File: config.mk
export PLATFORM = sky130hd
export DESIGN_NAME = multichannel_volume_mute_controller_flat
export DESIGN_NICKNAME = d
export VERILOG_FILES = /design/src/sv/mvmc_pkg.sv /design/src/sv/mvmc_cmd_if.sv /design/src/sv/multichannel_volume_mute_controller.sv /design/src/sv/mvmc_ctrl.sv /design/src/sv/mvmc_datapath.sv /design/src/flat_wrapper.sv
export SDC_FILE = /design/constraint.sdc
export NUM_CORES = 1
export LEC_CHECK = 0
export ABC_AREA = 1
export BUFFER_PORTS_ARGS = -buffer_cell sky130_fd_sc_hd__buf_2
export CAP_MARGIN = 20
export CORE_UTILIZATION = 55
export DETAILED_ROUTE_END_ITERATION = 16
export GPL_TIMING_DRIVEN = 0
export PLACE_DENSITY = 0.85
export RECOVER_POWER = 50
export SYNTH_ARGS = -nofsm -noshare
export SYNTH_HDL_FRONTEND = slang
export SYNTH_SLANG_ARGS = --single-unit
File: constraint.sdc
create_clock -name clk_i -period 5.76 [get_ports clk_i]
set_clock_uncertainty 0.15 [all_clocks]
set_input_delay 0.576 -clock clk_i [delete_from_list [all_inputs] [get_ports clk_i]]
set_output_delay 0.576 -clock clk_i [all_outputs]
set_load 0.1 [all_outputs]
File: src/sv/mvmc_pkg.sv
`default_nettype none
// ----------------------------------------------------------------------------
// mvmc_pkg
// Shared types, constants and the gain table of the volume and mute controller.
// ----------------------------------------------------------------------------
package mvmc_pkg;

  // Channel count and derived widths
  localparam int unsigned CHANNELS  = 4;
  localparam int unsigned CH_IDX_W  = $clog2(CHANNELS);
  localparam int unsigned CH_FLD_W  = 3;
  localparam int unsigned LEVEL_W   = 7;
  localparam int unsigned GAIN_W    = 31;
  localparam int unsigned CFG_IDX_W = 1;
  localparam int unsigned CFG_DAT_W = 7;

  // Level limits and gain saturation
  localparam int unsigned          FULL_LEVEL = 100;
  localparam logic [LEVEL_W-1:0]   LEVEL_MAX  = LEVEL_W'(FULL_LEVEL);
  localparam logic [GAIN_W-1:0]    GAIN_MAX   = {GAIN_W{1'b1}};

  // Step register reset values
  localparam logic [LEVEL_W-1:0] BIG_STEP_RST   = LEVEL_W'(10);
  localparam logic [LEVEL_W-1:0] SMALL_STEP_RST = LEVEL_W'(5);

  // Configuration register indexes
  localparam logic [CFG_IDX_W-1:0] CFG_BIG_STEP   = 1'b0;
  localparam logic [CFG_IDX_W-1:0] CFG_SMALL_STEP = 1'b1;

  // Command kinds
  typedef enum logic [2:0] {
    K_SET        = 3'd0,
    K_BIG_UP     = 3'd1,
    K_SMALL_UP   = 3'd2,
    K_BIG_DOWN   = 3'd3,
    K_SMALL_DOWN = 3'd4,
    K_MUTE_ON    = 3'd5,
    K_MUTE_OFF   = 3'd6,
    K_TOGGLE     = 3'd7
  } kind_e;

  // Controller to datapath
  typedef struct packed {
    logic                load;   // latch kind and level of an accepted command
    logic                step;   // update one channel and load the output register
    logic                first;  // this step is the first affected channel
    logic                last;   // this step is the final affected channel
    logic [CH_IDX_W-1:0] idx;    // channel being updated
  } dp_cmd_t;

  // Datapath to controller
  typedef struct packed {
    logic slot_free;  // output register empty or being taken this cycle
  } dp_status_t;

  // Gain table: floor(level * 2^31 / 100), saturated
  localparam int unsigned LUT_DEPTH = 2 ** LEVEL_W;
  typedef logic [GAIN_W-1:0] gain_lut_t [LUT_DEPTH];

  function automatic gain_lut_t build_gain_lut();
    gain_lut_t    lut;
    logic [39:0]  prod;
    for (int i = 0; i < LUT_DEPTH; i++) begin
      prod = (40'(i) << GAIN_W) / 40'(FULL_LEVEL);
      lut[i] = (prod > 40'(GAIN_MAX)) ? GAIN_MAX : prod[GAIN_W-1:0];
    end
    return lut;
  endfunction

  localparam gain_lut_t GAIN_LUT = build_gain_lut();

endpackage
`default_nettype wire

File: src/sv/mvmc_cmd_if.sv
`default_nettype none
// ----------------------------------------------------------------------------
// mvmc_cmd_if
// Command channel: kind, channel and level with a valid/ready handshake.
// ----------------------------------------------------------------------------
interface mvmc_cmd_if;
  logic                                valid;
  logic                                ready;
  logic [2:0]                          kind;
  logic [mvmc_pkg::CH_FLD_W-1:0]       channel;
  logic [mvmc_pkg::LEVEL_W-1:0]        level;

  modport source (output valid, kind, channel, level, input ready);
  modport sink   (input valid, kind, channel, level, output ready);
endinterface

// ----------------------------------------------------------------------------
// mvmc_gain_if
// Result channel: one trim gain command per affected channel.
// ----------------------------------------------------------------------------
interface mvmc_gain_if;
  logic                                valid;
  logic                                ready;
  logic [mvmc_pkg::CH_IDX_W-1:0]       target_channel;
  logic [mvmc_pkg::GAIN_W-1:0]         gain_word;
  logic [mvmc_pkg::LEVEL_W-1:0]        reply_value;
  logic                                last;

  modport source (output valid, target_channel, gain_word, reply_value, last, input ready);
  modport sink   (input valid, target_channel, gain_word, reply_value, last, output ready);
endinterface
`default_nettype wire

File: src/sv/multichannel_volume_mute_controller.sv
`default_nettype none
// ----------------------------------------------------------------------------
// multichannel_volume_mute_controller
// Volume and mute control for four channels with one gain transfer per channel.
// ----------------------------------------------------------------------------
// A command is taken while the sequencer is idle and then produces one gain
// transfer per affected channel, one per cycle while the output register can
// take it: a single-channel command affects one channel, a broadcast (channel
// zero) all four. The sequencer updates one channel's level and mute flag per
// cycle through a single update unit and the output register, and holds while
// the output side stalls. A new command is taken as soon as the sequencer is
// idle, even while the final transfer of the previous one still waits in the
// output register. Commands to a channel above four are taken and dropped.
// ----------------------------------------------------------------------------
module multichannel_volume_mute_controller (
  input  wire logic                           clk_i,
  input  wire logic                           rst_ni,
  input  wire logic                           cfg_we_i,
  input  wire logic [mvmc_pkg::CFG_IDX_W-1:0] cfg_idx_i,
  input  wire logic [mvmc_pkg::CFG_DAT_W-1:0] cfg_data_i,
  mvmc_cmd_if.sink                            cmd_in,
  mvmc_gain_if.source                         gain_out
);
  import mvmc_pkg::*;

  dp_cmd_t    dp_cmd;
  dp_status_t dp_status;

  // Sequencer
  mvmc_ctrl u_ctrl (
    .clk_i        (clk_i),
    .rst_ni       (rst_ni),
    .in_valid_i   (cmd_in.valid),
    .in_channel_i (cmd_in.channel),
    .in_ready_o   (cmd_in.ready),
    .status_i     (dp_status),
    .cmd_o        (dp_cmd)
  );

  // Datapath
  mvmc_datapath u_datapath (
    .clk_i         (clk_i),
    .rst_ni        (rst_ni),
    .cfg_we_i      (cfg_we_i),
    .cfg_idx_i     (cfg_idx_i),
    .cfg_data_i    (cfg_data_i),
    .in_kind_i     (cmd_in.kind),
    .in_level_i    (cmd_in.level),
    .cmd_i         (dp_cmd),
    .status_o      (dp_status),
    .out_valid_o   (gain_out.valid),
    .out_ready_i   (gain_out.ready),
    .out_channel_o (gain_out.target_channel),
    .out_gain_o    (gain_out.gain_word),
    .out_reply_o   (gain_out.reply_value),
    .out_last_o    (gain_out.last)
  );

  // A channel update never overwrites a transfer still waiting
  assert property (@(posedge clk_i) disable iff (!rst_ni)
    dp_cmd.step |-> (!gain_out.valid || gain_out.ready))
    else $error("channel update while output register is blocked");

  // The final channel update returns the sequencer to accepting commands
  assert property (@(posedge clk_i) disable iff (!rst_ni)
    (dp_cmd.step && dp_cmd.last) |=> cmd_in.ready)
    else $error("sequencer not idle after final channel");

  // An accepted command in range blocks further commands in the next cycle
  assert property (@(posedge clk_i) disable iff (!rst_ni)
    (cmd_in.valid && cmd_in.ready && cmd_in.channel <= CH_FLD_W'(CHANNELS))
      |=> !cmd_in.ready)
    else $error("command accepted while previous still in progress");

  // Every channel update yields a valid transfer in the next cycle
  assert property (@(posedge clk_i) disable iff (!rst_ni)
    dp_cmd.step |=> gain_out.valid)
    else $error("channel update did not load the output register");

endmodule
`default_nettype wire

File: src/sv/mvmc_ctrl.sv
`default_nettype none
// ----------------------------------------------------------------------------
// mvmc_ctrl
// Sequencer: takes a command, walks its channels one per cycle unless stalled.
// ----------------------------------------------------------------------------
module mvmc_ctrl (
  input  wire logic                          clk_i,
  input  wire logic                          rst_ni,
  input  wire logic                          in_valid_i,
  input  wire logic [mvmc_pkg::CH_FLD_W-1:0] in_channel_i,
  output logic                               in_ready_o,
  input  wire mvmc_pkg::dp_status_t          status_i,
  output mvmc_pkg::dp_cmd_t                  cmd_o
);
  import mvmc_pkg::*;

  typedef enum logic [1:0] {
    S_IDLE = 2'b01,
    S_RUN  = 2'b10
  } state_e;

  state_e              state_q, state_d;
  logic [CH_IDX_W-1:0] idx_q, idx_d;
  logic [CH_IDX_W-1:0] last_q, last_d;
  logic                first_q, first_d;
  logic                in_range;

  assign in_range = (in_channel_i <= CH_FLD_W'(CHANNELS));

  // Next state and datapath commands
  always_comb begin
    state_d    = state_q;
    idx_d      = idx_q;
    last_d     = last_q;
    first_d    = first_q;
    in_ready_o = 1'b0;
    cmd_o      = '0;
    cmd_o.idx  = idx_q;
    unique case (state_q)
      S_IDLE: begin
        in_ready_o = 1'b1;
        // drop commands to channels that do not exist
        if (in_valid_i && in_range) begin
          cmd_o.load = 1'b1;
          first_d    = 1'b1;
          state_d    = S_RUN;
          if (in_channel_i == '0) begin
            idx_d  = '0;
            last_d = CH_IDX_W'(CHANNELS - 1);
          end else begin
            idx_d  = CH_IDX_W'(in_channel_i - 1'b1);
            last_d = CH_IDX_W'(in_channel_i - 1'b1);
          end
        end
      end
      S_RUN: begin
        // advance one channel whenever the output register can take it
        if (status_i.slot_free) begin
          cmd_o.step  = 1'b1;
          cmd_o.first = first_q;
          cmd_o.last  = (idx_q == last_q);
          first_d     = 1'b0;
          if (idx_q == last_q) begin
            state_d = S_IDLE;
          end else begin
            idx_d = idx_q + 1'b1;
          end
        end
      end
      default: begin
        state_d = S_IDLE;
      end
    endcase
  end

  always_ff @(posedge clk_i or negedge rst_ni) begin
    if (!rst_ni) begin
      state_q <= S_IDLE;
      idx_q   <= '0;
      last_q  <= '0;
      first_q <= 1'b0;
    end else begin
      state_q <= state_d;
      idx_q   <= idx_d;
      last_q  <= last_d;
      first_q <= first_d;
    end
  end

endmodule
`default_nettype wire

File: src/sv/mvmc_datapath.sv
`default_nettype none
// ----------------------------------------------------------------------------
// mvmc_datapath
// Channel state, step registers, level update and the output register.
// ----------------------------------------------------------------------------
module mvmc_datapath (
  input  wire logic                            clk_i,
  input  wire logic                            rst_ni,
  input  wire logic                            cfg_we_i,
  input  wire logic [mvmc_pkg::CFG_IDX_W-1:0]  cfg_idx_i,
  input  wire logic [mvmc_pkg::CFG_DAT_W-1:0]  cfg_data_i,
  input  wire logic [2:0]                      in_kind_i,
  input  wire logic [mvmc_pkg::LEVEL_W-1:0]    in_level_i,
  input  wire mvmc_pkg::dp_cmd_t               cmd_i,
  output mvmc_pkg::dp_status_t                 status_o,
  output logic                                 out_valid_o,
  input  wire logic                            out_ready_i,
  output logic [mvmc_pkg::CH_IDX_W-1:0]        out_channel_o,
  output logic [mvmc_pkg::GAIN_W-1:0]          out_gain_o,
  output logic [mvmc_pkg::LEVEL_W-1:0]         out_reply_o,
  output logic                                 out_last_o
);
  import mvmc_pkg::*;

  logic [LEVEL_W-1:0]  big_step_q, small_step_q;
  kind_e               kind_q;
  logic [LEVEL_W-1:0]  set_level_q;
  logic [LEVEL_W-1:0]  level_q [CHANNELS];
  logic                muted_q [CHANNELS];

  logic                out_valid_q;
  logic [CH_IDX_W-1:0] out_channel_q;
  logic [GAIN_W-1:0]   out_gain_q;
  logic [LEVEL_W-1:0]  out_reply_q;
  logic                out_last_q;

  logic [LEVEL_W-1:0]  cur_level, new_level, step_raw, step_c, reply;
  logic [LEVEL_W:0]    sum;
  logic                cur_muted, new_muted;

  // Configuration writes
  always_ff @(posedge clk_i or negedge rst_ni) begin
    if (!rst_ni) begin
      big_step_q   <= BIG_STEP_RST;
      small_step_q <= SMALL_STEP_RST;
    end else if (cfg_we_i) begin
      if (cfg_idx_i == CFG_BIG_STEP)   big_step_q   <= cfg_data_i;
      if (cfg_idx_i == CFG_SMALL_STEP) small_step_q <= cfg_data_i;
    end
  end

  // Hold the accepted command, set level clamped to full scale
  always_ff @(posedge clk_i) begin
    if (cmd_i.load) begin
      kind_q      <= kind_e'(in_kind_i);
      set_level_q <= (in_level_i > LEVEL_MAX) ? LEVEL_MAX : in_level_i;
    end
  end

  // Per-channel update
  assign cur_level = level_q[cmd_i.idx];
  assign cur_muted = muted_q[cmd_i.idx];
  assign step_raw  = (kind_q == K_BIG_UP || kind_q == K_BIG_DOWN) ? big_step_q : small_step_q;
  assign step_c    = (step_raw > LEVEL_MAX) ? LEVEL_MAX : step_raw;
  assign sum       = {1'b0, cur_level} + {1'b0, step_c};

  always_comb begin
    new_level = cur_level;
    new_muted = 1'b0;
    reply     = '0;
    unique case (kind_q)
      K_SET: begin
        new_level = set_level_q;
        reply     = new_level;
      end
      K_BIG_UP, K_SMALL_UP: begin
        new_level = (sum > {1'b0, LEVEL_MAX}) ? LEVEL_MAX : sum[LEVEL_W-1:0];
        reply     = new_level;
      end
      K_BIG_DOWN, K_SMALL_DOWN: begin
        new_level = (cur_level > step_c) ? (cur_level - step_c) : '0;
        reply     = new_level;
      end
      K_MUTE_ON: begin
        new_muted = 1'b1;
      end
      K_MUTE_OFF: begin
        new_muted = 1'b0;
      end
      K_TOGGLE: begin
        new_muted = ~cur_muted;
        reply     = LEVEL_W'(new_muted);
      end
      default: begin
        new_muted = cur_muted;
      end
    endcase
  end

  // Channel state
  always_ff @(posedge clk_i or negedge rst_ni) begin
    if (!rst_ni) begin
      for (int i = 0; i < CHANNELS; i++) begin
        level_q[i] <= '0;
        muted_q[i] <= 1'b0;
      end
    end else if (cmd_i.step) begin
      level_q[cmd_i.idx] <= new_level;
      muted_q[cmd_i.idx] <= new_muted;
    end
  end

  // Output register valid
  always_ff @(posedge clk_i or negedge rst_ni) begin
    if (!rst_ni) begin
      out_valid_q <= 1'b0;
    end else if (cmd_i.step) begin
      out_valid_q <= 1'b1;
    end else if (out_ready_i) begin
      out_valid_q <= 1'b0;
    end
  end

  // Output payload; reply comes from the first channel and holds after
  always_ff @(posedge clk_i) begin
    if (cmd_i.step) begin
      out_channel_q <= cmd_i.idx;
      out_gain_q    <= new_muted ? '0 : GAIN_LUT[new_level];
      out_last_q    <= cmd_i.last;
      if (cmd_i.first) out_reply_q <= reply;
    end
  end

  assign status_o.slot_free = !out_valid_q || out_ready_i;
  assign out_valid_o        = out_valid_q;
  assign out_channel_o      = out_channel_q;
  assign out_gain_o         = out_gain_q;
  assign out_reply_o        = out_reply_q;
  assign out_last_o         = out_last_q;

endmodule
`default_nettype wire
File: src/flat_wrapper.sv
// flat-port wrapper written by rule: the top's interface ports become plain ports
module multichannel_volume_mute_controller_flat import mvmc_pkg::*;
  (clk_i, rst_ni, cfg_we_i, cfg_idx_i, cfg_data_i, cmd_in_valid, cmd_in_kind, cmd_in_channel, cmd_in_level, cmd_in_ready, gain_out_valid, gain_out_target_channel, gain_out_gain_word, gain_out_reply_value, gain_out_last, gain_out_ready);
  mvmc_cmd_if cmd_in_i ();
  mvmc_gain_if gain_out_i ();
  input  wire logic clk_i;
  input  wire logic rst_ni;
  input  wire logic cfg_we_i;
  input  wire logic [mvmc_pkg::CFG_IDX_W-1:0] cfg_idx_i;
  input  wire logic [mvmc_pkg::CFG_DAT_W-1:0] cfg_data_i;
  input wire logic [$bits(cmd_in_i.valid)-1:0] cmd_in_valid;
  input wire logic [$bits(cmd_in_i.kind)-1:0] cmd_in_kind;
  input wire logic [$bits(cmd_in_i.channel)-1:0] cmd_in_channel;
  input wire logic [$bits(cmd_in_i.level)-1:0] cmd_in_level;
  output wire logic [$bits(cmd_in_i.ready)-1:0] cmd_in_ready;
  output wire logic [$bits(gain_out_i.valid)-1:0] gain_out_valid;
  output wire logic [$bits(gain_out_i.target_channel)-1:0] gain_out_target_channel;
  output wire logic [$bits(gain_out_i.gain_word)-1:0] gain_out_gain_word;
  output wire logic [$bits(gain_out_i.reply_value)-1:0] gain_out_reply_value;
  output wire logic [$bits(gain_out_i.last)-1:0] gain_out_last;
  input wire logic [$bits(gain_out_i.ready)-1:0] gain_out_ready;
  assign cmd_in_i.valid = cmd_in_valid;
  assign cmd_in_i.kind = cmd_in_kind;
  assign cmd_in_i.channel = cmd_in_channel;
  assign cmd_in_i.level = cmd_in_level;
  assign cmd_in_ready = cmd_in_i.ready;
  assign gain_out_valid = gain_out_i.valid;
  assign gain_out_target_channel = gain_out_i.target_channel;
  assign gain_out_gain_word = gain_out_i.gain_word;
  assign gain_out_reply_value = gain_out_i.reply_value;
  assign gain_out_last = gain_out_i.last;
  assign gain_out_i.ready = gain_out_ready;
  multichannel_volume_mute_controller u_core (.clk_i(clk_i), .rst_ni(rst_ni), .cfg_we_i(cfg_we_i), .cfg_idx_i(cfg_idx_i), .cfg_data_i(cfg_data_i), .cmd_in(cmd_in_i), .gain_out(gain_out_i));
endmodule
# After elaboration in Yosys (flattened, before gate mapping)

Memories as Yosys holds them, arrays and structs flattened. A register that Yosys moved wholly into a read port is not among the register bits.
Cells that the tools add are included.

Flip-flop bits (word level): 74
ROM bits: 3,968
Input bits: 26
Output and inout bits: 43
Logic and storage cells: 107
Memories kept: 1

Add/subtract/negate cells: 4
$lt $le $gt $ge: 7
Equal/unequal tests: 13
Muxes and demuxes: 39
Bitwise operators: 4
Reductions and logical operators: 19

Memory list:

| name             | words | bits a word | read ports | clocked after Yosys merged registers in | write ports | line                 | RTL |
|---|---|---|---|---|---|---|---|
| (name not given) | 128   | 31          | 1          | 1                                       | 0           | mvmc_datapath.sv:128 | `out_gain_q <= new_muted ? '0 : GAIN_LUT[new_level];` |

Operator list:

| operator                                             | count |
|---|---|
| two-way mux 7 bit                                    | 7 |
| bitwise mux 28 bit                                   | 1 |
| case mux 7 bit (4 select lines)                      | 1 |
| case mux 7 bit (3 select lines)                      | 1 |
| two-way mux 2 bit                                    | 8 |
| binary-select mux 7 bit (select 2 bit)               | 1 |
| demux 7 bit (select 2 bit)                           | 1 |
| > comparator 7 bit (second input constant)           | 2 |
| two-way mux 1 bit                                    | 10 |
| AND reduction 2 bit                                  | 5 |
| equality test 3 bit (second input constant)          | 3 |
| adder 7 x 7 -> 8 bit                                 | 1 |
| > comparator 8 x 7 -> 1 bit (second input constant)  | 1 |
| inverter 7 -> 8 bit                                  | 1 |
| case mux 2 bit (2 select lines)                      | 2 |
| > comparator 7 bit                                   | 1 |
| subtractor 7 bit                                     | 1 |
| equality test 3 x 2 -> 1 bit (second input constant) | 2 |
| zero test 3 bit                                      | 2 |
| two-way mux 3 bit                                    | 2 |
| inequality test 2 bit (second input constant)        | 3 |
| AND reduction 3 bit                                  | 2 |
| bitwise mux 4 bit                                    | 1 |
| case mux 1 bit (2 select lines)                      | 2 |
| other kinds (20)                                     | 25 |

# Longest topological paths before layout

Depth after elaboration: 10
Mapped depth: 38

# Hierarchy

A second synthesis with hierarchy kept.

Cells, all modules: 1,082
Area, all modules: 7,534.7 um^2

Modules (own cells, without submodules):

| module        | instances | cells an instance | area an instance (um^2) | seq. area each (um^2) |
|---|---|---|---|---|
| mvmc_datapath | 1         | 1,016             | 7,071.8                 | 2,442.3 |
| mvmc_ctrl     | 1         | 66                | 462.9                   | 176.4 |

# Worst setup path before layout

OpenSTA, ideal clock, no wires.

Path kind: flip-flop to flip-flop
From: register u_core.u_datapath.kind_q[2]
To: register u_core.u_datapath.out_gain_q[24] (netlist: u_core.u_datapath.out_gain_o[24]), data pin
Setup time: 0.254 ns
Data arrival time: 4.311 ns
Data required time: 5.356 ns
Path slack: 1.045 ns
Cell stages (with the launch flop): 28
Buffers on the path: 2
Period minus slack after synthesis: 4.715 ns
Path through: edfxtp_1 > inv_2 > nand2_1 > clkbuf_1 > o21ai_0 > inv_1 > nor2_1 > nand2_1 > nand2_1 > inv_1 > nor2_1 > ha_1 > fa_1 > o21ai_0 > nand3_1 > nand3_2 > nand4_1 > nand4_4 > inv_2 > ha_1 > clkbuf_1 > inv_1 > nand4_1 > nand3_1 > nand2_1 > nand2_1 > a21oi_1 > o21a_1

Word-level cells in the longest chain between the ends: 10
Elaborated cells on any way between the ends: 22

Ends and longest elaborated chain:

| element                                                                      | line                                     | RTL |
|---|---|---|
| start, declared                                                              | mvmc_datapath.sv:26                      | `kind_e kind_q;` |
| start signal, assigned                                                       | mvmc_datapath.sv:55                      | `kind_q <= kind_e'(in_kind_i);` |
| equality test 3 x 1 -> 1 bit or equality test 3 x 2 -> 1 bit (tied branches) | mvmc_datapath.sv:63, mvmc_datapath.sv:71 |  |
| logical OR 1 bit                                                             | mvmc_datapath.sv:63                      | `assign step_raw = (kind_q == K_BIG_UP \|\| kind_q == K_BIG_DOWN) ? big_step_q : small_step_q;` |
| two-way mux 7 bit                                                            | mvmc_datapath.sv:63                      |  |
| > comparator 7 bit                                                           | mvmc_datapath.sv:64                      | `assign step_c = (step_raw > LEVEL_MAX) ? LEVEL_MAX : step_raw;` |
| two-way mux 7 bit                                                            | mvmc_datapath.sv:64                      |  |
| adder 7 x 7 -> 8 bit                                                         | mvmc_datapath.sv:65                      | `assign sum = {1'b0, cur_level} + {1'b0, step_c};` |
| > comparator 8 x 7 -> 1 bit                                                  | mvmc_datapath.sv:77                      | `new_level = (sum > {1'b0, LEVEL_MAX}) ? LEVEL_MAX : sum[LEVEL_W-1:0];` |
| two-way mux 7 bit                                                            | mvmc_datapath.sv:77                      |  |
| case mux 7 bit (3 select lines) (*)                                          | mvmc_datapath.sv:71                      | `unique case (kind_q)` |
| named net u_core.u_datapath.new_level[1]                                     | mvmc_datapath.sv:37                      | `logic [LEVEL_W-1:0] cur_level, new_level, step_raw, step_c, reply;` |
| inverter 7 -> 8 bit (implied by the code) (*)                                | mvmc_datapath.sv:128                     |  |
| end, declared                                                                | mvmc_datapath.sv:33                      | `logic [GAIN_W-1:0] out_gain_q;` |

The timed path passes the listed nets; every way through them passes the cells marked *.
A chain may end at the register's enable or synchronous reset.

# Worst setup path after layout

From: register u_core.u_datapath.kind_q[2]
To: register u_core.u_datapath.out_gain_q[14] (netlist: u_core.u_datapath.out_gain_o[14]), data pin

Word-level cells in the longest chain between the ends: 10
Elaborated cells on any way between the ends: 22

Ends and longest elaborated chain:

| element                                                                      | line |
|---|---|
| equality test 3 x 1 -> 1 bit or equality test 3 x 2 -> 1 bit (tied branches) | mvmc_datapath.sv:63, mvmc_datapath.sv:71 |
| logical OR 1 bit                                                             | mvmc_datapath.sv:63 |
| two-way mux 7 bit                                                            | mvmc_datapath.sv:63 |
| > comparator 7 bit                                                           | mvmc_datapath.sv:64 |
| two-way mux 7 bit                                                            | mvmc_datapath.sv:64 |
| adder 7 x 7 -> 8 bit                                                         | mvmc_datapath.sv:65 |
| > comparator 8 x 7 -> 1 bit                                                  | mvmc_datapath.sv:77 |
| two-way mux 7 bit                                                            | mvmc_datapath.sv:77 |
| case mux 7 bit (3 select lines)                                              | mvmc_datapath.sv:71 |
| inverter 7 -> 8 bit (implied by the code)                                    | mvmc_datapath.sv:128 |

Parallel ways exist; a longest one is shown, timed or not.

==> key figures <==
Synth
  – Mapped Cells: 1,069
  – Async S/R FF share, synth: 56.3%
  – Synthesized Nets: 1,130
  – Sequential fraction of the synthesis area: 35.0%
  – Compound-cell area share of the yosys netlist: 13.6%
  – EDFF count, synth: 42
  – Synth Area in Adders: 6.06%
  – Mux cell area share after synthesis: 0.284%
  – Post-synthesis cell type count: 45
  – Yosys reg bits: 96
  – Post-synth top flop: dfrtp_1
  – Mapped Area: 0.00748 mm2
  – Leading area contributor after synthesis: nand2_1
  – Syn avg cell area: 7.00 um2
  – Top cell type's share of synthesized area: 17.4%
  – YS warnings: 0
  – Post-Synth Simple-Gate Area: 34.3%
  – Combinational family with the most area after synthesis: simple AND/OR/NAND/NOR gates
  – Top cells by area, synth: nand2_1, edfxtp_1, dfrtp_1
  – Post-Synth XOR/XNOR Area: 0.468%

Floorplanning
  – IO Pins: 69
  – DIE WIDTH: 119 um
  – DIE HEIGHT: 119 um
  – Die area: 0.0141 mm2
  – Starting Density: 56.5%
  – Core area: 0.0132 mm2
  – Num rows: 42

STA
  – Final hold violation count: 0
  – Tmin final: 5.24 ns
  – Worst-Margin Slew: 1.92 ns
  – Final setup vio count: 0
  – Fin Hold WS: 0.178 ns
  – Period utilisation layout: 91.0%
  – Setup TNS: 0 ns
  – Final Max Slew Viols: 38
  – Worst relative slew slack: -28.2%
  – Peak Freq: 0.191 GHz
  – RSZ-0062 raised after global routing: no

Finish
  – Area delta synth->final: 11.7%
  – Fraction of layout cells with a size suffix above 1: 15.2%
  – Footprint of the multi-input gates: 0.00411 mm2
  – Fill count: 1,289
  – Utilization after layout: 63.1%
  – Ant diodes: 0
  – Sequential cell area: 0.00262 mm2
  – Post-route insts no fill: 1,331
  – Layout Nets: 1,211

Detailed routing
  – DR vias: 7,763
  – Wire length per cell: 18.3 um
  – DRC: 0
  – Post-Route WL: 24,300 um
  – Post-detailed-route via-to-cell ratio: 5.83
  – DRT Pass-1 Iters: 6
  – Detail Route Antenna Nets: 0
  – DRT iter0 DRCs: 1,068

Placed design
  – PortBufs: 68
  – HPWL Detailed: 17,900 um
  – GP Congestion: 1.03
  – Inst Count DP: 1,314

Global route
  – Tot GR Track Use: 35.7%
  – First-pass GRT wire length: 38,400 um
  – Initial antenna violation count: 0
  – Largest net degree at the start of global routing: 38
  – Overflow after GRT: 0
  – Vias in the first global route: 7,281

Clocking
  – CTS Buffer Depth: 2
  – Worst-skew pair later-pin latency: 0.36 ns
  – Number of H-tree levels: 3
  – Clk sinks: 96
  – CTS tree: yes
  – Clk root buf: clkbuf_16
  – Inserted Clock Buffers: 9
  – Reg clk slew, reported paths: 0.07 ns
  – CTS hold repair buffers: 0

Setup path
  – Largest stage delay on the critical path: 0.45 ns
  – CP Class: flop to flop
  – CP required: 5.72 ns
  – Cell mode on critical path: nand2_1
  – CP max FO: 12
  – Startpoint Class: flop
  – Critical Path AT: 5.20 ns
  – CP max-delay cell: edfxtp_1
  – Critical Path Sink Type: flop

Run status
  – Outcome: finished with violations
  – Failing checks: capacitance limit, slew limit

Worst hold path
  – Hold WC Path Type: input pin to asynchronous set/reset pin

Flow run
  – MaxCap Viol Count: 1
## state kept, by name (all words and copies together), names as in the netlist
signal / flops
u_core.u_ctrl.first_q: 1
u_core.u_ctrl.idx_q: 2
u_core.u_ctrl.last_q: 2
u_core.u_ctrl.state_q: 2
u_core.u_datapath.big_step_q: 7
u_core.u_datapath.kind_q: 3
u_core.u_datapath.level_q: 28
u_core.u_datapath.muted_q: 4
u_core.u_datapath.out_channel_o: 2
u_core.u_datapath.out_gain_o: 22
u_core.u_datapath.out_last_o: 1
u_core.u_datapath.out_reply_o: 7
u_core.u_datapath.out_valid_o: 1
u_core.u_datapath.set_level_q: 7
u_core.u_datapath.small_step_q: 7
## worst max-delay path, delay by kind of cell (launching register included)
kind,cells,cell delay [ns]
buffers and inverters,10,1.12
adder cells (fa/ha/maj),2,0.70
AND/OR/NAND/NOR,19,2.25
AO/OA/AOI/OAI,2,0.34
flip-flops,1,0.45
## placed cells by master, fill, tap and decap left out, types with 2 or more instances in the layout
| cell type | n |
|---|---|
| o21a_1 | 2 |
| or2_2 | 2 |
| nand3_1 | 94 |
| a21oi_2 | 6 |
| nand3_2 | 6 |
| xnor2_1 | 3 |
| inv_1 | 86 |
| nand2_2 | 13 |
| fa_1 | 2 |
| edfxtp_1 | 42 |
| nor3_1 | 4 |
| inv_6 | 3 |
| dfrtp_1 | 49 |
| buf_6 | 6 |
| o22ai_1 | 3 |
| inv_8 | 2 |
| o211ai_1 | 12 |
| a21oi_1 | 44 |
| o21ai_1 | 25 |
| nand4_4 | 3 |
| buf_4 | 19 |
| nor2_4 | 9 |
| clkbuf_1 | 52 |
| nor2_2 | 6 |
| dfstp_2 | 5 |
| ha_1 | 32 |
| a21oi_4 | 2 |
| nor2_1 | 79 |
| inv_2 | 28 |
| nand4_1 | 15 |
| clkbuf_16 | 9 |
| nand2_1 | 344 |
| a31oi_1 | 5 |
| buf_2 | 47 |
| o21ai_0 | 79 |
## cell type report
type	count	share of cell area (%)
tap	176	2.64
clock buffer	9	2.70
buffer	52	3.85
multi-input combinational	803	49.2
sequential	96	31.4
inverter	116	5.30
clock inverter	7	1.14
timing repair buffer	72	3.82
## routing by layer
metal  track usage (%)  part of all wire [%]  vias up
li1                  -                     -     3650
met1              48.0                    41     3572
met2              55.0                    45      466
met3              7.43                    10       75
met4              17.2                   3.8        0
met5                 0                     0        -
## Yosys cell counts (2+ instances only)
cell type,instances
o21ai_1,22
o21a_1,2
buf_4,16
nand4_1,15
nor2_1,81
nand3_2,6
fa_1,2
nand2_2,11
o211ai_1,12
clkbuf_1,14
buf_2,18
a31oi_1,5
a21oi_2,6
dfstp_2,5
a21oi_4,2
nand4_4,3
nand3_1,94
inv_2,28
xnor2_1,3
buf_6,6
dfrtp_1,49
nand2_1,346
nor2_2,5
inv_1,87
o22ai_1,3
ha_1,33
edfxtp_1,42
or2_2,2
nor2_4,8
nor3_1,4
a21oi_1,44
o21ai_0,82
## kinds of logic (layout without fill, tap and decap cells)
family / after synthesis / after routing
and+or+nand+nor: 580 / 580
buffers and inverters: 170 / 256
DFF: 96 / 96
adders and majority gates: 35 / 35
muxes: 2 / 2
xor gates and xnor gates: 4 / 4
AOI/OAI and AO/OA: 182 / 182
## timing repair
item	in CTS	in global routing
pin swaps	1	2
setup endpoints to repair	9	12
buffers inserted	0	3
endpoints found under the hold margin	0	0
gates resized for setup	5	5
## path summary, 6_finish.rpt
kind	slack (ns)	end	cells past startpoint	startpoint
setup / recovery	0.52	u_core.u_datapath.out_gain_o[14]$_SDFFCE_PP0P_	33	u_core.u_datapath.kind_q[2]$_DFFE_PP_
hold / removal	0.18	u_core.u_datapath.level_q[18]$_DFFE_PN0P_	1	rst_ni
setup reg to reg	0.52	u_core.u_datapath.out_gain_o[14]$_SDFFCE_PP0P_	33	u_core.u_datapath.kind_q[2]$_DFFE_PP_
hold reg to reg	0.34	u_core.u_datapath.small_step_q[5]$_DFFE_PN0P_	2	u_core.u_datapath.small_step_q[5]$_DFFE_PN0P_
max in group asynchronous	2.98	u_core.u_datapath.muted_q[1]$_DFFE_PN0P_	2	rst_ni
min in group clk_i	0.24	u_core.u_datapath.kind_q[0]$_DFFE_PP_	1	cmd_in_kind[0]
## per-stage QoR
step	setup slack (ns)	cell area [um2]
floorplan	1.04	7480
global placement	-0.123	8040
detailed placement	-0.174	8070
CTS	0.0145	8390
global route	0.0570	8350
finish	0.521	8350
Power is not shown: default switching activity piles up to over one toggle a cycle in this logic, so the estimate is an artifact.
